File: src/hw/rtl/assert_macros.svh
// Assertion macros for the RTL that carries checks; only the core top level includes them.
// Each macro expects a clock named clk and a reset named rst in scope.
`ifndef ASSERT_MACROS_SVH
`define ASSERT_MACROS_SVH

// Same-cycle implication, disabled during reset.
`define ASSERT_IMPL(label, ante, cons) \
  label: assert property (@(posedge clk) disable iff (rst) (ante) |-> (cons)) \
    else $error("assertion failed: same-cycle implication");

// Next-cycle implication, disabled during reset.
`define ASSERT_NEXT(label, ante, cons) \
  label: assert property (@(posedge clk) disable iff (rst) (ante) |=> (cons)) \
    else $error("assertion failed: next-cycle implication");

`endif

File: src/hw/rtl/tpfs_pkg.sv
// Package for the turning-point fragment segmenter: widths, codes and types.
// Used by every module of the block; depends on nothing.
package tpfs_pkg;

  localparam int IDX_W       = 20;
  localparam int LEN_W       = 21;
  localparam int RANGE_W     = 22;
  localparam int SAMPLE_W    = 16;
  localparam logic [LEN_W-1:0] MAX_SAMPLES = LEN_W'(1 << IDX_W);
  localparam logic [LEN_W-1:0] MIN_RECORD  = LEN_W'(10);
  localparam int QUEUE_DEPTH = 4;
  localparam int QPTR_W      = $clog2(QUEUE_DEPTH);
  localparam int QCNT_W      = $clog2(QUEUE_DEPTH + 1);

  localparam logic [1:0] DIR_NONE = 2'd0;
  localparam logic [1:0] DIR_FLAT = 2'd1;
  localparam logic [1:0] DIR_RISE = 2'd2;
  localparam logic [1:0] DIR_FALL = 2'd3;

  localparam int RES_N         = 5;
  localparam int RES_FIRST_EXT = 0;
  localparam int RES_FIRST_BR  = 1;
  localparam int RES_PAIR_EXT  = 2;
  localparam int RES_PAIR_BR   = 3;
  localparam int RES_FINAL_EXT = 4;

  localparam logic KIND_EXT    = 1'b0;
  localparam logic KIND_BRANCH = 1'b1;

  typedef struct packed {
    logic [RES_N-1:0] mask;
    logic [IDX_W-1:0] a;
    logic [IDX_W-1:0] b;
    logic [IDX_W-1:0] c;
    logic [IDX_W-1:0] d;
    logic [IDX_W-1:0] fb;
    logic [IDX_W-1:0] idx;
  } job_t;

  typedef struct packed {
    logic full;
    logic empty;
  } fifo_stat_t;

endpackage

File: src/hw/rtl/tpfs_if.sv
// Valid/ready channel interfaces for sample input and range output.
// Depends on tpfs_pkg for field widths.
interface tpfs_in_if;
  import tpfs_pkg::*;
  logic                       valid;
  logic                       ready;
  logic signed [SAMPLE_W-1:0] target_sample;
  modport source (output valid, output target_sample, input ready);
  modport sink (input valid, input target_sample, output ready);
endinterface

interface tpfs_out_if;
  import tpfs_pkg::*;
  logic                      valid;
  logic                      ready;
  logic                      range_kind;
  logic signed [RANGE_W-1:0] range_begin;
  logic signed [RANGE_W-1:0] range_end;
  logic                      last_of_run;
  modport source (output valid, output range_kind, output range_begin,
                  output range_end, output last_of_run, input ready);
  modport sink (input valid, input range_kind, input range_begin,
                input range_end, input last_of_run, output ready);
endinterface

File: src/hw/rtl/tpfs_front.sv
// Front part: accepts samples, tracks direction and marks, and queues the ranges a sample causes.
// Depends on tpfs_pkg.
module tpfs_front (
  input  logic                            clk,
  input  logic                            rst,
  input  logic                            cfg_we,
  input  logic [tpfs_pkg::LEN_W-1:0]      cfg_wdata,
  input  logic                            in_valid,
  output logic                            in_ready,
  input  logic signed [tpfs_pkg::SAMPLE_W-1:0] target_sample,
  input  tpfs_pkg::fifo_stat_t            stat,
  output logic                            push,
  output tpfs_pkg::job_t                  job
);
  import tpfs_pkg::*;

  logic [LEN_W-1:0]           record_length;
  logic signed [SAMPLE_W-1:0] previous_sample;
  logic [1:0]                 direction;
  logic [IDX_W-1:0]           sample_index;
  logic [1:0]                 mark_count;
  logic [IDX_W-1:0]           older_mark;
  logic [IDX_W-1:0]           newer_mark;

  logic [LEN_W-1:0] len;
  logic             on, is_final, rise, fall, mark, accept, pair_mark, full_after;
  logic [1:0]       direction_next;
  logic [IDX_W-1:0] d1, d2;

  assign in_ready = !stat.full;
  assign accept   = in_valid && in_ready;

  always_comb begin
    len       = (record_length > MAX_SAMPLES) ? MAX_SAMPLES : record_length;
    on        = len >= MIN_RECORD;
    is_final  = (len == '0) || (({1'b0, sample_index} + LEN_W'(1)) >= len);
    rise      = target_sample > previous_sample;
    fall      = target_sample < previous_sample;
    direction_next = direction;
    mark      = 1'b0;
    if (sample_index != '0) begin
      if (rise) begin
        mark = direction != DIR_RISE;
        direction_next = DIR_RISE;
      end else if (fall) begin
        mark = direction != DIR_FALL;
        direction_next = DIR_FALL;
      end else begin
        direction_next = DIR_FLAT;
      end
    end
    pair_mark  = mark && (mark_count >= 2'd2);
    full_after = (mark_count == 2'd3) || (mark && (mark_count == 2'd2));
    d1 = (newer_mark - older_mark) >> 2;
    d2 = (sample_index - newer_mark) >> 2;
    job.a   = older_mark + d1;
    job.b   = newer_mark - d1;
    job.c   = newer_mark + d2;
    job.d   = sample_index - d2;
    job.fb  = pair_mark ? job.d : job.b;
    job.idx = sample_index;
    job.mask = '0;
    job.mask[RES_FIRST_EXT] = on && mark && (mark_count == 2'd2);
    job.mask[RES_FIRST_BR]  = on && mark && (mark_count == 2'd2);
    job.mask[RES_PAIR_EXT]  = on && pair_mark;
    job.mask[RES_PAIR_BR]   = on && pair_mark;
    job.mask[RES_FINAL_EXT] = on && is_final && full_after;
  end

  assign push = accept && (job.mask != '0);

  always_ff @(posedge clk) begin
    if (rst) begin
      record_length   <= '0;
      previous_sample <= '0;
      direction       <= DIR_NONE;
      sample_index    <= '0;
      mark_count      <= '0;
      older_mark      <= '0;
      newer_mark      <= '0;
    end else begin
      if (cfg_we) begin
        record_length <= cfg_wdata;
      end
      if (accept) begin
        if (is_final) begin
          previous_sample <= '0;
          direction       <= DIR_NONE;
          sample_index    <= '0;
          mark_count      <= '0;
          older_mark      <= '0;
          newer_mark      <= '0;
        end else begin
          previous_sample <= target_sample;
          direction       <= direction_next;
          sample_index    <= sample_index + IDX_W'(1);
          if (mark) begin
            newer_mark <= sample_index;
            if (mark_count != 2'd0) begin
              older_mark <= newer_mark;
            end
            if (mark_count != 2'd3) begin
              mark_count <= mark_count + 2'd1;
            end
          end
        end
      end
    end
  end

endmodule

File: src/hw/rtl/tpfs_fifo.sv
// Short queue of range requests between the front and back parts.
// Depends on tpfs_pkg for the entry type and depth.
module tpfs_fifo (
  input  logic                 clk,
  input  logic                 rst,
  input  logic                 push,
  input  tpfs_pkg::job_t       wr_data,
  input  logic                 pop,
  output tpfs_pkg::job_t       rd_data,
  output tpfs_pkg::fifo_stat_t stat
);
  import tpfs_pkg::*;

  job_t              mem [QUEUE_DEPTH];
  logic [QPTR_W-1:0] wr_ptr;
  logic [QPTR_W-1:0] rd_ptr;
  logic [QCNT_W-1:0] count;

  assign rd_data    = mem[rd_ptr];
  assign stat.full  = count == QCNT_W'(QUEUE_DEPTH);
  assign stat.empty = count == '0;

  always_ff @(posedge clk) begin
    if (push) begin
      mem[wr_ptr] <= wr_data;
    end
  end

  always_ff @(posedge clk) begin
    if (rst) begin
      wr_ptr <= '0;
      rd_ptr <= '0;
      count  <= '0;
    end else begin
      if (push) begin
        wr_ptr <= wr_ptr + QPTR_W'(1);
      end
      if (pop) begin
        rd_ptr <= rd_ptr + QPTR_W'(1);
      end
      if (push && !pop) begin
        count <= count + QCNT_W'(1);
      end else if (pop && !push) begin
        count <= count - QCNT_W'(1);
      end
    end
  end

endmodule

File: src/hw/rtl/tpfs_back.sv
// Back part: takes queued range requests and sends their ranges one per cycle while the consumer is ready.
// Depends on tpfs_pkg; the output register decouples it from the consumer.
module tpfs_back (
  input  logic                                clk,
  input  logic                                rst,
  input  tpfs_pkg::fifo_stat_t                stat,
  input  tpfs_pkg::job_t                      head,
  output logic                                pop,
  output logic                                out_valid,
  input  logic                                out_ready,
  output logic                                range_kind,
  output logic signed [tpfs_pkg::RANGE_W-1:0] range_begin,
  output logic signed [tpfs_pkg::RANGE_W-1:0] range_end,
  output logic                                last_of_run
);
  import tpfs_pkg::*;

  logic             cur_valid;
  job_t             cur;
  logic [RES_N-1:0] mask_next;
  logic             advance, emit, done;
  logic             kind_sel;
  logic [RANGE_W-1:0] begin_sel, end_sel, a, b, c, d, fb, idx;

  assign advance = !out_valid || out_ready;
  assign emit    = advance && cur_valid;

  always_comb begin
    a   = RANGE_W'(cur.a);
    b   = RANGE_W'(cur.b);
    c   = RANGE_W'(cur.c);
    d   = RANGE_W'(cur.d);
    fb  = RANGE_W'(cur.fb);
    idx = RANGE_W'(cur.idx);
    mask_next = cur.mask;
    kind_sel  = KIND_EXT;
    begin_sel = fb;
    end_sel   = idx;
    if (cur.mask[RES_FIRST_EXT]) begin
      mask_next[RES_FIRST_EXT] = 1'b0;
      begin_sel = '0;
      end_sel   = a;
    end else if (cur.mask[RES_FIRST_BR]) begin
      mask_next[RES_FIRST_BR] = 1'b0;
      kind_sel  = KIND_BRANCH;
      begin_sel = a + RANGE_W'(1);
      end_sel   = b - RANGE_W'(1);
    end else if (cur.mask[RES_PAIR_EXT]) begin
      mask_next[RES_PAIR_EXT] = 1'b0;
      begin_sel = b;
      end_sel   = c;
    end else if (cur.mask[RES_PAIR_BR]) begin
      mask_next[RES_PAIR_BR] = 1'b0;
      kind_sel  = KIND_BRANCH;
      begin_sel = c + RANGE_W'(1);
      end_sel   = d - RANGE_W'(1);
    end else begin
      mask_next[RES_FINAL_EXT] = 1'b0;
    end
    done = mask_next == '0;
  end

  assign pop = !stat.empty && (!cur_valid || (emit && done));

  always_ff @(posedge clk) begin
    if (pop) begin
      cur <= head;
    end else if (emit) begin
      cur.mask <= mask_next;
    end
    if (emit) begin
      range_kind  <= kind_sel;
      range_begin <= begin_sel;
      range_end   <= end_sel;
      last_of_run <= done;
    end
  end

  always_ff @(posedge clk) begin
    if (rst) begin
      cur_valid <= 1'b0;
      out_valid <= 1'b0;
    end else begin
      if (pop) begin
        cur_valid <= 1'b1;
      end else if (emit && done) begin
        cur_valid <= 1'b0;
      end
      if (advance) begin
        out_valid <= cur_valid;
      end
    end
  end

endmodule

File: src/hw/rtl/turning_point_fragment_segmenter_core.sv
// Top level of the turning-point fragment segmenter: front, request queue and back part.
// Depends on tpfs_pkg, tpfs_if.sv, assert_macros.svh, tpfs_front, tpfs_fifo and tpfs_back.
//
//   Channel      Dir   Handshake     Carries
//   sample_in    in    valid/ready   target_sample
//   range_out    out   valid/ready   range_kind, range_begin, range_end, last_of_run
//   cfg          in    cfg_we        record_length on cfg_wdata
//
// One sample is accepted per cycle while the four-entry request queue has room.
// A sample with k ranges holds the back part for all k, one per cycle unless stalled.
// Synchronous reset clears all record state and sets record_length to zero.
// Output stalls are absorbed by the output register and then by the queue.
`include "assert_macros.svh"

module turning_point_fragment_segmenter_core (
  input  logic                       clk,
  input  logic                       rst,
  input  logic                       cfg_we,
  input  logic [tpfs_pkg::LEN_W-1:0] cfg_wdata,
  tpfs_in_if.sink                    sample_in,
  tpfs_out_if.source                 range_out
);
  import tpfs_pkg::*;

  fifo_stat_t stat;
  job_t       wr_job;
  job_t       head;
  logic       push;
  logic       pop;

  tpfs_front u_front (
    .clk           (clk),
    .rst           (rst),
    .cfg_we        (cfg_we),
    .cfg_wdata     (cfg_wdata),
    .in_valid      (sample_in.valid),
    .in_ready      (sample_in.ready),
    .target_sample (sample_in.target_sample),
    .stat          (stat),
    .push          (push),
    .job           (wr_job)
  );

  tpfs_fifo u_fifo (
    .clk     (clk),
    .rst     (rst),
    .push    (push),
    .wr_data (wr_job),
    .pop     (pop),
    .rd_data (head),
    .stat    (stat)
  );

  tpfs_back u_back (
    .clk         (clk),
    .rst         (rst),
    .stat        (stat),
    .head        (head),
    .pop         (pop),
    .out_valid   (range_out.valid),
    .out_ready   (range_out.ready),
    .range_kind  (range_out.range_kind),
    .range_begin (range_out.range_begin),
    .range_end   (range_out.range_end),
    .last_of_run (range_out.last_of_run)
  );

  `ASSERT_IMPL(a_no_overflow, push, !stat.full)
  `ASSERT_IMPL(a_no_underflow, pop, !stat.empty)
  `ASSERT_NEXT(a_push_fills, push && !pop, !stat.empty)

endmodule
File: src/flat_wrapper.sv
// flat-port wrapper written by rule: the top's interface ports become plain ports
module turning_point_fragment_segmenter_core_flat import tpfs_pkg::*;
  (clk, rst, cfg_we, cfg_wdata, sample_in_valid, sample_in_target_sample, sample_in_ready, range_out_valid, range_out_range_kind, range_out_range_begin, range_out_range_end, range_out_last_of_run, range_out_ready);
  tpfs_in_if sample_in_i ();
  tpfs_out_if range_out_i ();
  input  logic clk;
  input  logic rst;
  input  logic cfg_we;
  input  logic [tpfs_pkg::LEN_W-1:0] cfg_wdata;
  input wire logic [$bits(sample_in_i.valid)-1:0] sample_in_valid;
  input wire logic [$bits(sample_in_i.target_sample)-1:0] sample_in_target_sample;
  output wire logic [$bits(sample_in_i.ready)-1:0] sample_in_ready;
  output wire logic [$bits(range_out_i.valid)-1:0] range_out_valid;
  output wire logic [$bits(range_out_i.range_kind)-1:0] range_out_range_kind;
  output wire logic [$bits(range_out_i.range_begin)-1:0] range_out_range_begin;
  output wire logic [$bits(range_out_i.range_end)-1:0] range_out_range_end;
  output wire logic [$bits(range_out_i.last_of_run)-1:0] range_out_last_of_run;
  input wire logic [$bits(range_out_i.ready)-1:0] range_out_ready;
  assign sample_in_i.valid = sample_in_valid;
  assign sample_in_i.target_sample = sample_in_target_sample;
  assign sample_in_ready = sample_in_i.ready;
  assign range_out_valid = range_out_i.valid;
  assign range_out_range_kind = range_out_i.range_kind;
  assign range_out_range_begin = range_out_i.range_begin;
  assign range_out_range_end = range_out_i.range_end;
  assign range_out_last_of_run = range_out_i.last_of_run;
  assign range_out_i.ready = range_out_ready;
  turning_point_fragment_segmenter_core u_core (.clk(clk), .rst(rst), .cfg_we(cfg_we), .cfg_wdata(cfg_wdata), .sample_in(sample_in_i), .range_out(range_out_i));
endmodule
File: config.mk
export PLATFORM = sky130hd
export DESIGN_NAME = turning_point_fragment_segmenter_core_flat
export DESIGN_NICKNAME = d
export VERILOG_FILES = /design/src/hw/rtl/tpfs_pkg.sv /design/src/hw/rtl/tpfs_if.sv /design/src/hw/rtl/tpfs_front.sv /design/src/hw/rtl/tpfs_fifo.sv /design/src/hw/rtl/tpfs_back.sv /design/src/hw/rtl/turning_point_fragment_segmenter_core.sv /design/src/flat_wrapper.sv
export VERILOG_INCLUDE_DIRS = /design/src /design/src/hw/rtl
export SDC_FILE = /design/constraint.sdc
export NUM_CORES = 1
export LEC_CHECK = 0
export ABC_CLOCK_PERIOD_IN_PS = 17020
export BUFFER_PORTS_ARGS = -buffer_cell sky130_fd_sc_hd__buf_4
export CAP_MARGIN = 0
export CORE_MARGIN = 2
export CORE_UTILIZATION = 50
export CTS_BUF_LIST = sky130_fd_sc_hd__clkbuf_8
export DETAILED_ROUTE_END_ITERATION = 8
export PLACE_DENSITY = 0.72
export REMOVE_ABC_BUFFERS = 1
export SYNTH_ARGS = -nofsm -noshare
export SYNTH_HDL_FRONTEND = slang
export SYNTH_SLANG_ARGS = --single-unit
File: constraint.sdc
create_clock -name clk -period 17.02 [get_ports clk]
set_input_delay 3.404 -clock clk [delete_from_list [all_inputs] [get_ports clk]]
set_output_delay 3.404 -clock clk [all_outputs]
set_load 0.02 [all_outputs]
==> insert_results.sql, run 1 <==
INSERT INTO impl_metrics (metric_group, metric, value, unit) VALUES
('status', 'run_status', 'finished, final reports clean', ''),
('yosys', 'synthMostInstantiatedCell', 'sky130_fd_sc_hd__edfxtp_1', ''),
('yosys', 'synthesis.instances', '2712', ''),
('sta', 'max-slew-margin-rel', '23.5', '%'),
('pwr', 'power.share.switching', '33.5', '%'),
('cts', 'cts_buffers', '119', ''),
('grt', 'grt_max_degree', '97', ''),
('layout', 'final.fill_count', '5699', ''),
('pwr', 'design_power_total', '6.14', 'mW'),
('grt', 'grt_usage', '23.3', '%'),
('sta', 'grt_setup_unrepaired', 'false', ''),
('yosys', 'synth_adder_area_share', '5.73', '%'),
('grt', 'grt_overflow', '0', ''),
('die', 'die_y', '275', 'um'),
('cts', 'cts_max_path_buffers', '3', ''),
('cts', 'h-tree-depth', '3', ''),
('die', 'initial_utilization', '50.3', '%'),
('worst_setup_path', 'worst_r2r_start', 'u_core.u_front.sample_index[7]$_SDFFE_PP0P_', ''),
('detailed_routing', 'drt_iter0_drcs', '2289', ''),
('sta', 'totalNegativeSetupSlack', '0', 'ns'),
('die', 'coreArea', '72800', 'sq um'),
('yosys', 'synth_seq_cells', '773', ''),
('yosys', 'asyncSetResetFlopFracSynth', '0', '%'),
('cts', 'cts.root.buffer_cell', 'sky130_fd_sc_hd__clkbuf_8', ''),
('yosys', 'synth_commonest_cells', '661 x sky130_fd_sc_hd__edfxtp_1, 172 x sky130_fd_sc_hd__nor2_1, 159 x sky130_fd_sc_hd__ha_1', ''),
('cts', 'tritoncts_num_sinks', '773', ''),
('yosys', 'dominantRegCellSynth', 'sky130_fd_sc_hd__edfxtp_1', ''),
('detailed_routing', 'drt_pass1_iterations', '6', ''),
('detailed_routing', 'detail_route.wl_per_cell', '22.4', 'um'),
('cts', 'clk_transition_reported_paths', '0.06', 'ns'),
('yosys', 'synth_top_family_by_area', 'compound AO/OA/AOI/OAI gates', ''),
('worst_setup_path', 'cp_capture_type', 'flip-flop', ''),
('die', 'io_pins', '90', ''),
('yosys', 'synth_edf_count', '661', ''),
('placed_design', 'gp_congestion', '0.919', ''),
('pwr', 'p_comb_share', '28.6', '%'),
('cts', 'tritoncts', 'done', ''),
('detailed_routing', 'post-route-drc-count', '0', ''),
('yosys', 'synth_compound_gate_area_share', '9.16', '%'),
('sta', 'skew', '0.0638', 'ns'),
('sta', 'setup_viol', '0', ''),
('yosys', 'synth.cell_area', '36700', 'sq um'),
('pwr', 'clock_power_share', '26.2', '%'),
('yosys', 'yosysWarningCount', '0', ''),
('yosys', 'most_area_consuming_cells_after_synthesis', 'sky130_fd_sc_hd__edfxtp_1 54%, sky130_fd_sc_hd__mux4_2 7.6%, sky130_fd_sc_hd__dfxtp_1 6.1%, sky130_fd_sc_hd__ha_1 5.4%, sky130_fd_sc_hd__xnor2_1 2.8%', ''),
('run', 'cap_violations', '0', ''),
('min_path', 'worstHoldPathType', 'reg -> reg', ''),
('sta', 'final-hold-violation-count', '0', ''),
('min_path', 'hold_path.startpoint', 'u_core.u_front.previous_sample[8]$_SDFFE_PP0P_', ''),
('pwr', 'ir_drop', '127', 'uV'),
('sta', 'final-max-slew-violation-count', '0', ''),
('placed_design', 'portBuffers', '88', ''),
('pwr', 'sequential_cell_fraction_of_total_power', '45.2', '%'),
('cts', 'worst_skew_pair.late_latency', '0.78', 'ns'),
('sta', 'min_period', '7.60', 'ns'),
('sta', 'final_min_period_over_clock_period', '44.6', '%'),
('detailed_routing', 'detail_route.wirelength', '87.2', 'mm'),
('worst_setup_path', 'reg2reg_slack', '10.37', 'ns'),
('placed_design', 'hpwlAfterDp', '59.6', 'mm'),
('worst_setup_path', 'worst-endpoint-required', '17.37', 'ns'),
('detailed_routing', 'vias', '23300', ''),
('die', 'count_of_standard_cell_rows', '99', ''),
('yosys', 'synth_simple_gate_area_share', '8.60', '%'),
('sta', 'worst_slew_pin_slew', '1.14', 'ns'),
('yosys', 'synth_xor_area_share', '4.61', '%'),
('pwr', 'cellPowerDensity', '151', 'nW/um^2'),
('yosys', 'portion_of_netlist_area_occupied_by_mux_cells', '8.77', '%'),
('cts', 'cts.repair_timing.setup_buffer_count', '0', ''),
('yosys', 'sequential_share_of_the_synthesized_area', '60.2', '%'),
('cts', 'cts_resized', '0', ''),
('grt', 'grt_pass1_vias', '23400', '');
==> layout make-up <==
type	instances	area, sq um	area share [%]
tap	959	1200	2.94
sequential	773	22100	54.2
multi-input combinational	1677	13600	33.3
inverter	145	547	1.34
clock inverter	98	813	2.00
clock buffer	123	1690	4.15
antenna	1	2.50	0.00614
timing repair buffer	112	841	2.06
==> power groups by stage <==
stage | Combinational (mW) | Sequential, mW | Clock [mW]
final | 1.76 | 2.77 | 1.61
after global routing | 1.90 | 2.81 | 1.73
after CTS | 1.75 | 2.78 | 1.64
after detailed placement | 1.74 | 2.81 | 0
after global placement | 1.70 | 2.80 | 0
after floorplan | 1.06 | 2.92 | 0
==> routing by layer <==
layer  vias to the layer above  GRT usage [%]  wire, um
met5                         -              0         0
met4                         0           7.71      2100
met3                       146           3.18      6040
met2                       881           38.3     41800
met1                     11600           32.3     37300
li1                      10600              -         -
==> placed cells by master, fill, tap and decap left out, types with 37 or more instances in the layout <==
master / n
sky130_fd_sc_hd__xor2_1: 75
sky130_fd_sc_hd__inv_1: 165
sky130_fd_sc_hd__nand4_1: 43
sky130_fd_sc_hd__nand2_1: 142
sky130_fd_sc_hd__ha_1: 159
sky130_fd_sc_hd__a21o_1: 37
sky130_fd_sc_hd__mux4_2: 123
sky130_fd_sc_hd__nor2_1: 172
sky130_fd_sc_hd__o21ai_0: 69
sky130_fd_sc_hd__a21oi_1: 142
sky130_fd_sc_hd__nor3_1: 45
sky130_fd_sc_hd__edfxtp_1: 661
sky130_fd_sc_hd__buf_4: 112
sky130_fd_sc_hd__a211oi_1: 101
sky130_fd_sc_hd__nand3_1: 83
sky130_fd_sc_hd__xnor2_1: 118
sky130_fd_sc_hd__dfxtp_1: 110
sky130_fd_sc_hd__clkbuf_8: 123
==> final timing paths <==
| kind | cells after the start | to |
|---|---|---|
| setup / recovery | 13 | u_core.u_fifo.mem[0][101]$_DFFE_PP_ |
| hold / removal | 2 | u_core.u_front.previous_sample[8]$_SDFFE_PP0P_ |
| setup reg to reg | 16 | u_core.u_fifo.mem[0][101]$_DFFE_PP_ |
| hold reg to reg | 2 | u_core.u_front.previous_sample[8]$_SDFFE_PP0P_ |
==> kinds of logic (layout without fill, tap and decap cells) <==
group,after synthesis,count (layout)
AO/OA/AOI/OAI,509,509
adder cells (fa/ha/maj),165,165
XOR/XNOR,193,193
multiplexers,166,166
AND/OR/NAND/NOR,643,643
buffers and inverters,262,478
other,1,2
flip-flops,773,773
==> flip-flops by register name, indices dropped and copies added (netlist names), 2 cells and up, named ones only <==
name	count
u_core.u_front.mark_count	2
u_core.u_back.c	20
u_core.u_back.range_begin	21
u_core.u_fifo.mem	492
u_core.u_back.range_end	21
u_core.u_fifo.wr_ptr	2
u_core.u_front.newer_mark	20
u_core.u_front.record_length	21
u_core.u_back.b	20
u_core.u_back.cur	65
u_core.u_fifo.count	3
u_core.u_fifo.rd_ptr	2
u_core.u_back.a	20
u_core.u_front.direction	2
u_core.u_front.previous_sample	16
u_core.u_front.older_mark	20
u_core.u_front.sample_index	20
==> worst max-delay path, cell delays in order <==
cell                        delay (ns)
sky130_fd_sc_hd__buf_4            0.12
sky130_fd_sc_hd__ha_1             0.30
sky130_fd_sc_hd__o21ai_0          0.19
sky130_fd_sc_hd__a21oi_1          0.10
sky130_fd_sc_hd__o41ai_1          0.27
sky130_fd_sc_hd__a2bb2oi_1        0.33
sky130_fd_sc_hd__o21ai_1          0.29
sky130_fd_sc_hd__a211o_1          0.35
sky130_fd_sc_hd__buf_4            0.27
sky130_fd_sc_hd__a21boi_2         0.33
sky130_fd_sc_hd__and2_4           0.49
sky130_fd_sc_hd__buf_4            0.67
sky130_fd_sc_hd__buf_4            0.71
==> through the flow <==
stage	hold WS, ns	area [sq um]	utilization, %	std cells	worst slack (ns)
2_1_floorplan	0.426	36200	-	2595	8.25
3_3_place_gp	0.440	38200	52.5	3666	8.77
3_5_place_dp	0.447	38200	52.5	3666	8.66
4_1_cts	0.456	40800	55.9	3887	9.46
5_1_grt	0.481	40800	56.0	3888	9.09
6_report	0.453	40800	56.0	3888	9.42
No activity file was read; power rests on OpenSTA's default activity.
==> run 2, diff against run 1 <==
- ABC_CLOCK_PERIOD_IN_PS: 17020 -> 7600
- clock period: 17.02 -> 7.6 ns (I/O delays scaled with it)
==> insert_results.sql, run 2 (same netlist as run 1, synthesis figures left out) <==
INSERT INTO impl_metrics (metric_group, metric, value, unit) VALUES
('placed_design', 'hpwlAfterDp', '59.0', 'mm'),
('grt', 'grt_pass1_wl', '134', 'mm'),
('worst_setup_path', 'critical_path.cell_chain', 'inv_1 > nor4_1 > nand2_1 > nor3_1 > xnor2_1 > ha_1 > a21oi_1 > o21ai_0 > a41oi_1 > nor2_1 > a21o_1 > nand2_1 > a21boi_2 > and2_4 > buf_4', ''),
('layout', 'largest_reg_flops', '492', ''),
('worst_setup_path', 'reg2reg_slack', '1.87', 'ns'),
('cts', 'tritoncts_num_sinks', '773', ''),
('worst_setup_path', 'timing.critical_path.mode_cell', 'sky130_fd_sc_hd__nand2_1', ''),
('worst_setup_path', 'critPathTopFamily', 'simple AND/OR/NAND/NOR gates', ''),
('sta', 'grt_setup_unrepaired', 'false', ''),
('status', 'run_status', 'finished, final reports clean', ''),
('cts', 'cts_buffers', '121', ''),
('sta', 'setup_viol', '0', ''),
('die', 'die-area', '75500', 'sq um'),
('sta', 'max_freq', '175', 'MHz'),
('cts', 'worst_skew_pair.late_latency', '0.78', 'ns'),
('grt', 'grt_overflow', '0', ''),
('worst_setup_path', 'cp_capture_type', 'flip-flop', ''),
('layout', 'mostFrequentLayoutCells', '661 x sky130_fd_sc_hd__edfxtp_1, 176 x sky130_fd_sc_hd__inv_1, 172 x sky130_fd_sc_hd__nor2_1', ''),
('placed_design', 'gp_congestion', '0.919', ''),
('worst_setup_path', 'critPathKind', 'reg -> reg', ''),
('layout', 'biggestRegsByFlops', 'u_core.u_fifo.mem: 492 flops, u_core.u_back.cur: 65 flops', ''),
('cts', 'tritoncts', 'done', ''),
('detailed_routing', 'detail_route.wl_per_cell', '22.6', 'um'),
('min_path', 'worstHoldPathType', 'reg -> reg', ''),
('die', 'die-width', '275', 'um'),
('layout', 'final.fill_count', '5738', ''),
('detailed_routing', 'antenna_violating_nets_post_route', '0', ''),
('cts', 'quantity_of_hold_fixing_buffers_added_after_cts', '0', ''),
('detailed_routing', 'post_drt_via_cell_ratio', '6.03', ''),
('layout', 'design.final.nets', '3038', ''),
('sta', 'finalHoldWorstSlack', '0.450', 'ns'),
('grt', 'antenna_found_initial', '1', ''),
('sta', 'min_period', '5.73', 'ns'),
('layout', 'largest_register', 'u_core.u_fifo.mem', ''),
('worst_setup_path', 'critPathLaunchType', 'flip-flop', ''),
('grt', 'grt_pass1_vias', '23400', ''),
('pwr', 'ir_drop', '293', 'uV'),
('grt', 'grt_usage', '23.3', '%'),
('sta', 'totalNegativeSetupSlack', '0', 'ns'),
('die', 'die_y', '275', 'um'),
('worst_setup_path', 'worst_setup_path_startpoint', 'u_core.u_front.sample_index[7]$_SDFFE_PP0P_', ''),
('placed_design', 'portBuffers', '88', ''),
('detailed_routing', 'detail_route.wirelength', '87.9', 'mm'),
('sta', 'max-slew-margin-rel', '21.3', '%'),
('worst_setup_path', 'critical_path.slowest_cell', 'sky130_fd_sc_hd__and2_4', ''),
('layout', 'growth_of_design_area_from_synthesis_to_finish', '10.9', '%'),
('pwr', 'cellPowerDensity', '331', 'nW/um^2'),
('layout', 'drive_above_1_share', '15.0', '%'),
('worst_setup_path', 'worst_r2r_start', 'u_core.u_front.sample_index[7]$_SDFFE_PP0P_', ''),
('detailed_routing', 'post-route-drc-count', '0', ''),
('die', 'io_pins', '90', ''),
('worst_setup_path', 'worst_r2r_endpoint', 'u_core.u_fifo.mem[0][106]$_DFFE_PP_', ''),
('pwr', 'cellLeakagePower', '14.3', 'nW'),
('sta', 'final-hold-violation-count', '0', ''),
('run', 'cap_violations', '0', ''),
('grt', 'grt_max_degree', '124', ''),
('sta', 'skew', '0.0469', 'ns'),
('sta', 'final-max-slew-violation-count', '0', ''),
('cts', 'cts_max_path_buffers', '3', ''),
('sta', 'final_min_period_over_clock_period', '75.4', '%'),
('die', 'initial_utilization', '50.3', '%'),
('layout', 'most_common_cell_after_layout_fill_and_taps_aside', 'sky130_fd_sc_hd__edfxtp_1', ''),
('cts', 'clk_transition_reported_paths', '0.06', 'ns'),
('die', 'coreArea', '72800', 'sq um'),
('worst_setup_path', 'crit_buf_inv', '2', ''),
('worst_setup_path', 'worst-endpoint-required', '8.03', 'ns'),
('detailed_routing', 'drt_iter0_drcs', '2211', ''),
('sta', 'worst_slew_pin_slew', '1.18', 'ns'),
('worst_setup_path', 'logic_depth_of_the_worst_register_to_register_path', '15', ''),
('detailed_routing', 'vias', '23500', ''),
('detailed_routing', 'drt_pass1_iterations', '6', ''),
('worst_setup_path', 'crit_fanout', '60', ''),
('cts', 'h-tree-depth', '3', ''),
('cts', 'cts_resized', '0', ''),
('worst_setup_path', 'endpoint', 'u_core.u_fifo.mem[0][106]$_DFFE_PP_', ''),
('cts', 'cts.repair_timing.setup_buffer_count', '0', ''),
('worst_setup_path', 'critical_path.max_stage_delay', '0.80', 'ns'),
('die', 'count_of_standard_cell_rows', '99', ''),
('cts', 'cts.root.buffer_cell', 'sky130_fd_sc_hd__clkbuf_8', ''),
('worst_setup_path', 'worst_ep_arrival_time', '6.16', 'ns'),
('worst_setup_path', 'worstSetupPathDepth', '15', '');
[run 2: per-stage QoR]
| step | std cells | area [sq um] | power, mW | util [%] | worst slack (ns) |
|---|---|---|---|---|---|
| floorplan | 2595 | 36200 | 8.91 | - | 0.717 |
| global placement | 3668 | 38300 | 10.0 | 52.6 | 1.95 |
| detailed placement | 3668 | 38300 | 10.2 | 52.6 | 1.85 |
| CTS | 3892 | 40700 | 13.5 | 55.8 | 1.93 |
| global route | 3894 | 40700 | 14.1 | 55.8 | 1.53 |
| finish | 3894 | 40700 | 13.5 | 55.8 | 1.87 |
[run 2: worst min-delay path, delay by kind of cell (launching register included)]
family,cells,cell delay (ns)
AO/OA/AOI/OAI,1,0.05
flip-flops,1,0.30
AND/OR/NAND/NOR,1,0.05
[run 2: area by class of cell]
class	instances	area (sq um)	share of cell area [%]
inverter	145	547	1.34
clock buffer	126	1730	4.26
clock inverter	98	603	1.48
sequential	773	22100	54.3
antenna	2	5.00	0.0123
tap	959	1200	2.95
multi-input combinational	1677	13600	33.3
timing repair buffer	114	918	2.26
[run 2: power breakdown]
part | switching [mW] | internal (mW)
combinational | 2.45 | 1.49
clock | 1.65 | 1.72
sequential | 0.471 | 5.69
[run 2: per-layer routing]
layer / wire length (um) / up-vias / GRT usage (%)
met3: 6620 / 174 / 3.52
met5: 0 / - / 0
met2: 42100 / 969 / 38.1
li1: - / 10600 / -
met4: 2340 / 0 / 8.42
met1: 36700 / 11700 / 31.9
[run 2: worst min-delay path by stage]
stage                                               startpoint                                         endpoint  slack [ns]  depth (start not counted)
5_1_grt        u_core.u_front.previous_sample[13]$_SDFFE_PP0P_  u_core.u_front.previous_sample[13]$_SDFFE_PP0P_        0.46                          2
4_1_cts         u_core.u_front.previous_sample[7]$_SDFFE_PP0P_   u_core.u_front.previous_sample[7]$_SDFFE_PP0P_        0.45                          2
3_3_place_gp    u_core.u_front.previous_sample[1]$_SDFFE_PP0P_   u_core.u_front.previous_sample[1]$_SDFFE_PP0P_        0.44                          2
2_1_floorplan  u_core.u_front.previous_sample[10]$_SDFFE_PP0P_  u_core.u_front.previous_sample[10]$_SDFFE_PP0P_        0.43                          2
3_5_place_dp    u_core.u_front.previous_sample[9]$_SDFFE_PP0P_   u_core.u_front.previous_sample[9]$_SDFFE_PP0P_        0.44                          2
6_report       u_core.u_front.previous_sample[13]$_SDFFE_PP0P_  u_core.u_front.previous_sample[13]$_SDFFE_PP0P_        0.45                          2
==> run 3, diff against run 2 <==
- ABC_AREA: unset -> 1
- ABC_CLOCK_PERIOD_IN_PS: 7600 -> 4800
- PLACE_DENSITY: 0.72 -> 0.75
- clock period: 7.6 -> 4.8 ns (I/O delays scaled with it)
==> insert_results.sql, run 3 <==
INSERT INTO impl_metrics (metric_group, metric, value, unit) VALUES
('status', 'run_status', 'finished, final reports clean', ''),
('sta', 'final-hold-violation-count', '0', ''),
('grt', 'grt_max_degree', '172', ''),
('pwr', 'clock_power_share', '20.6', '%'),
('yosys', 'yosysWarningCount', '0', ''),
('worst_setup_path', 'worst-endpoint-required', '5.35', 'ns'),
('grt', 'grt_pass1_vias', '27200', ''),
('layout', 'layout.core_utilization', '57.0', '%'),
('worst_setup_path', 'crit_fanout', '6', ''),
('layout', 'drive_above_1_share', '11.0', '%'),
('yosys', 'synth_seq_cells', '773', ''),
('layout', 'largest_reg_flops', '492', ''),
('min_path', 'worstHoldPathType', 'in -> reg', ''),
('cts', 'quantity_of_hold_fixing_buffers_added_after_cts', '0', ''),
('pwr', 'cellLeakagePower', '16.2', 'nW'),
('layout', 'most_common_cell_after_layout_fill_and_taps_aside', 'sky130_fd_sc_hd__edfxtp_1', ''),
('yosys', 'asyncSetResetFlopFracSynth', '0', '%'),
('detailed_routing', 'post-route-drc-count', '0', ''),
('sta', 'max-slew-margin-rel', '32.1', '%'),
('cts', 'tritoncts_num_sinks', '773', ''),
('sta', 'final-max-slew-violation-count', '0', ''),
('worst_setup_path', 'logic_depth_of_the_worst_register_to_register_path', '18', ''),
('run', 'cap_violations', '0', ''),
('placed_design', 'gp_congestion', '0.962', ''),
('die', 'die_y', '277', 'um'),
('detailed_routing', 'drt_pass1_iterations', '6', ''),
('min_path', 'holdPathStages', '3', ''),
('yosys', 'synthMostInstantiatedCell', 'sky130_fd_sc_hd__edfxtp_1', ''),
('die', 'die-width', '277', 'um'),
('min_path', 'hold_path.startpoint', 'cfg_wdata[18]', ''),
('die', 'coreArea', '74200', 'sq um'),
('sta', 'setup_viol', '0', ''),
('grt', 'grt_overflow', '0', ''),
('sta', 'postLayoutSetupSlackWorst', '0.326', 'ns'),
('layout', 'largest_register', 'u_core.u_fifo.mem', ''),
('pwr', 'cellPowerDensity', '652', 'nW/um^2'),
('grt', 'antenna_found_initial', '3', ''),
('sta', 'final_min_period_over_clock_period', '93.2', '%'),
('min_path', 'min_to', 'u_core.u_front.record_length[18]$_SDFFE_PP0P_', ''),
('worst_setup_path', 'critPathKind', 'reg -> reg', ''),
('sta', 'max_freq', '223', 'MHz'),
('yosys', 'synthesis.instances', '3644', ''),
('cts', 'worst_skew_pair.late_latency', '0.79', 'ns'),
('yosys', 'post_synth_top_area_cell', 'sky130_fd_sc_hd__edfxtp_1', ''),
('cts', 'cts_max_path_buffers', '3', ''),
('die', 'io_pins', '90', ''),
('worst_setup_path', 'worst_ep_arrival_time', '5.02', 'ns'),
('yosys', 'post_synth_num_cell_types', '62', ''),
('yosys', 'synth_edf_count', '661', ''),
('sta', 'worst_slew_pin_slew', '1.01', 'ns'),
('worst_setup_path', 'worst_r2r_start', 'u_core.u_front.newer_mark[6]$_SDFFE_PP0P_', ''),
('layout', 'layout.cell_area.non_filler', '42300', 'sq um'),
('detailed_routing', 'drt_iter0_drcs', '3015', ''),
('detailed_routing', 'vias', '28200', ''),
('grt', 'grt_pass1_wl', '154', 'mm'),
('pwr', 'power.share.switching', '41.1', '%'),
('pwr', 'sequential_cell_fraction_of_total_power', '39.3', '%'),
('cts', 'h-tree-depth', '3', ''),
('placed_design', 'place_ws', '0.142', 'ns'),
('yosys', 'dominantRegCellSynth', 'sky130_fd_sc_hd__edfxtp_1', ''),
('grt', 'grt_usage', '25.9', '%'),
('detailed_routing', 'detail_route.wirelength', '101', 'mm'),
('die', 'die-area', '76900', 'sq um'),
('layout', 'growth_of_design_area_from_synthesis_to_finish', '13.2', '%'),
('yosys', 'sequential_share_of_the_synthesized_area', '59.1', '%'),
('yosys', 'synth.cell_area', '37400', 'sq um'),
('placed_design', 'hpwlAfterDp', '70.0', 'mm'),
('worst_setup_path', 'reg2reg_slack', '0.33', 'ns'),
('die', 'initial_utilization', '50.3', '%'),
('worst_setup_path', 'cp_capture_type', 'flip-flop', ''),
('layout', 'design.final.nets', '4013', ''),
('yosys', 'synth_commonest_cells', '661 x sky130_fd_sc_hd__edfxtp_1, 515 x sky130_fd_sc_hd__nand2_1, 405 x sky130_fd_sc_hd__nor2_1', ''),
('cts', 'cts.root.buffer_cell', 'sky130_fd_sc_hd__clkbuf_8', ''),
('pwr', 'intPower', '16.2', 'mW'),
('yosys', 'yosysTopAreaCellShare', '53.1', '%'),
('detailed_routing', 'detail_route.wl_per_cell', '20.7', 'um'),
('placed_design', 'portBuffers', '88', ''),
('detailed_routing', 'post_drt_via_cell_ratio', '5.78', ''),
('yosys', 'most_area_consuming_cells_after_synthesis', 'sky130_fd_sc_hd__edfxtp_1 53%, sky130_fd_sc_hd__dfxtp_1 6.0%, sky130_fd_sc_hd__ha_1 5.3%, sky130_fd_sc_hd__o21ai_0 5.3%, sky130_fd_sc_hd__nand2_1 5.2%', ''),
('cts', 'cts_buffers', '120', ''),
('detailed_routing', 'antenna_violating_nets_post_route', '0', ''),
('pwr', 'switchingPower', '11.3', 'mW'),
('die', 'count_of_standard_cell_rows', '100', ''),
('pwr', 'ir_drop', '684', 'uV'),
('sta', 'min_period', '4.47', 'ns'),
('cts', 'clk_transition_reported_paths', '0.07', 'ns'),
('sta', 'skew', '0.0618', 'ns'),
('layout', 'mostFrequentLayoutCells', '661 x sky130_fd_sc_hd__edfxtp_1, 514 x sky130_fd_sc_hd__nand2_1, 394 x sky130_fd_sc_hd__nor2_1', ''),
('yosys', 'syn_avg_cell_area', '10.3', 'sq um'),
('placed_design', 'dpl_cell_area', '39600', 'sq um'),
('worst_setup_path', 'worst_r2r_endpoint', 'u_core.u_fifo.mem[2][119]$_DFFE_PP_', ''),
('cts', 'tritoncts', 'done', ''),
('layout', 'biggestRegsByFlops', 'u_core.u_fifo.mem: 492 flops, u_core.u_back.cur: 65 flops', ''),
('pwr', 'p_comb_share', '40.1', '%'),
('worst_setup_path', 'critPathLaunchType', 'flip-flop', '');
[run 3: routing by layer]
layer	GRT usage [%]	wire length, um	up-vias
met1	35.4	41300	13500
met2	41.8	47400	1242
met4	9.66	3410	0
met3	4.20	8750	187
li1	-	-	13200
met5	0	0	-
[run 3: worst max path at each step]
stage / startpoint / end / slack (ns)
global route: u_core.u_front.sample_index[0]$_SDFFE_PP0P_ / u_core.u_fifo.count[2]$_SDFFE_PP0P_ / -0.02
finish: u_core.u_front.newer_mark[6]$_SDFFE_PP0P_ / u_core.u_fifo.mem[2][119]$_DFFE_PP_ / 0.33
CTS: u_core.u_front.older_mark[2]$_SDFFE_PP0P_ / u_core.u_fifo.mem[0][37]$_DFFE_PP_ / 0.10
floorplan: flip-flop / u_core.u_back.cur[121]$_DFFE_PP_ / -5.10
detailed placement: u_core.u_front.older_mark[4]$_SDFFE_PP0P_ / u_core.u_fifo.mem[1][37]$_DFFE_PP_ / 0.14
global placement: u_core.u_front.newer_mark[3]$_SDFFE_PP0P_ / u_core.u_fifo.mem[0][37]$_DFFE_PP_ / 0.24
[run 3: logic make-up after synthesis]
logic type / share of synthesized area, %
adders and majority gates: 5.59
DFF: 59.1
AOI/OAI and AO/OA: 13.6
and+or+nand+nor: 12.8
other: 0.0100
buffers and inverters: 4.94
xor gates and xnor gates: 3.87
[run 3: metrics by stage]
stage | instances | power (mW) | TNS (ns) | hold slack [ns]
after floorplan | 3494 | 17.3 | -3071.57 | 0.434
after global placement | 4652 | 21.5 | 0 | 0.447
after detailed placement | 4652 | 21.7 | 0 | 0.456
after CTS | 4873 | 27.4 | 0 | 0.375
after global routing | 4876 | 28.9 | -0.0201 | 0.381
final | 4877 | 27.6 | 0 | 0.415
[run 3: layout make-up]
| cell class | instances | area [sq um] |
|---|---|---|
| diodes | 2 | 5.00 |
| clock buffers | 121 | 1670 |
| clock inverters | 100 | 815 |
| fillers | 6194 | 31900 |
| inverters | 324 | 1220 |
| multi-input cells | 2397 | 13600 |
| flip-flops and latches | 773 | 22100 |
| well taps | 969 | 1210 |
| repair buffers | 191 | 1660 |
[run 3: worst max-delay path: stages (launching register included)]
cell                      delay (ns)
sky130_fd_sc_hd__dfxtp_1        0.42
sky130_fd_sc_hd__ha_1           0.40
sky130_fd_sc_hd__nand2_1        0.09
sky130_fd_sc_hd__nor2_1         0.18
sky130_fd_sc_hd__nand2_1        0.08
sky130_fd_sc_hd__o211a_1        0.27
sky130_fd_sc_hd__o21ai_0        0.35
sky130_fd_sc_hd__a31oi_1        0.19
sky130_fd_sc_hd__o21ai_0        0.25
sky130_fd_sc_hd__xnor2_1        0.18
sky130_fd_sc_hd__inv_1          0.07
sky130_fd_sc_hd__ha_1           0.35
sky130_fd_sc_hd__nand2_1        0.13
sky130_fd_sc_hd__nor4_2         0.40
sky130_fd_sc_hd__nand3_1        0.19
sky130_fd_sc_hd__nand3_1        0.19
sky130_fd_sc_hd__a21oi_1        0.09
sky130_fd_sc_hd__nor2_1         0.11
sky130_fd_sc_hd__xor2_1         0.36
[run 3: power groups by stage]
stage          logic [mW]  clock network [mW]  registers (mW)
3_3_place_gp         10.6                   0            10.9
5_1_grt              12.0                6.01            10.9
4_1_cts              10.8                5.75            10.8
3_5_place_dp         10.8                   0            10.9
6_report             11.1                5.67            10.8
2_1_floorplan        6.13                   0            11.1
[run 3: repair_timing]
item / in CTS / in global routing
endpoints found under the setup margin: 0 / 351
resized for setup: 0 / 30
buffers inserted: 0 / 2
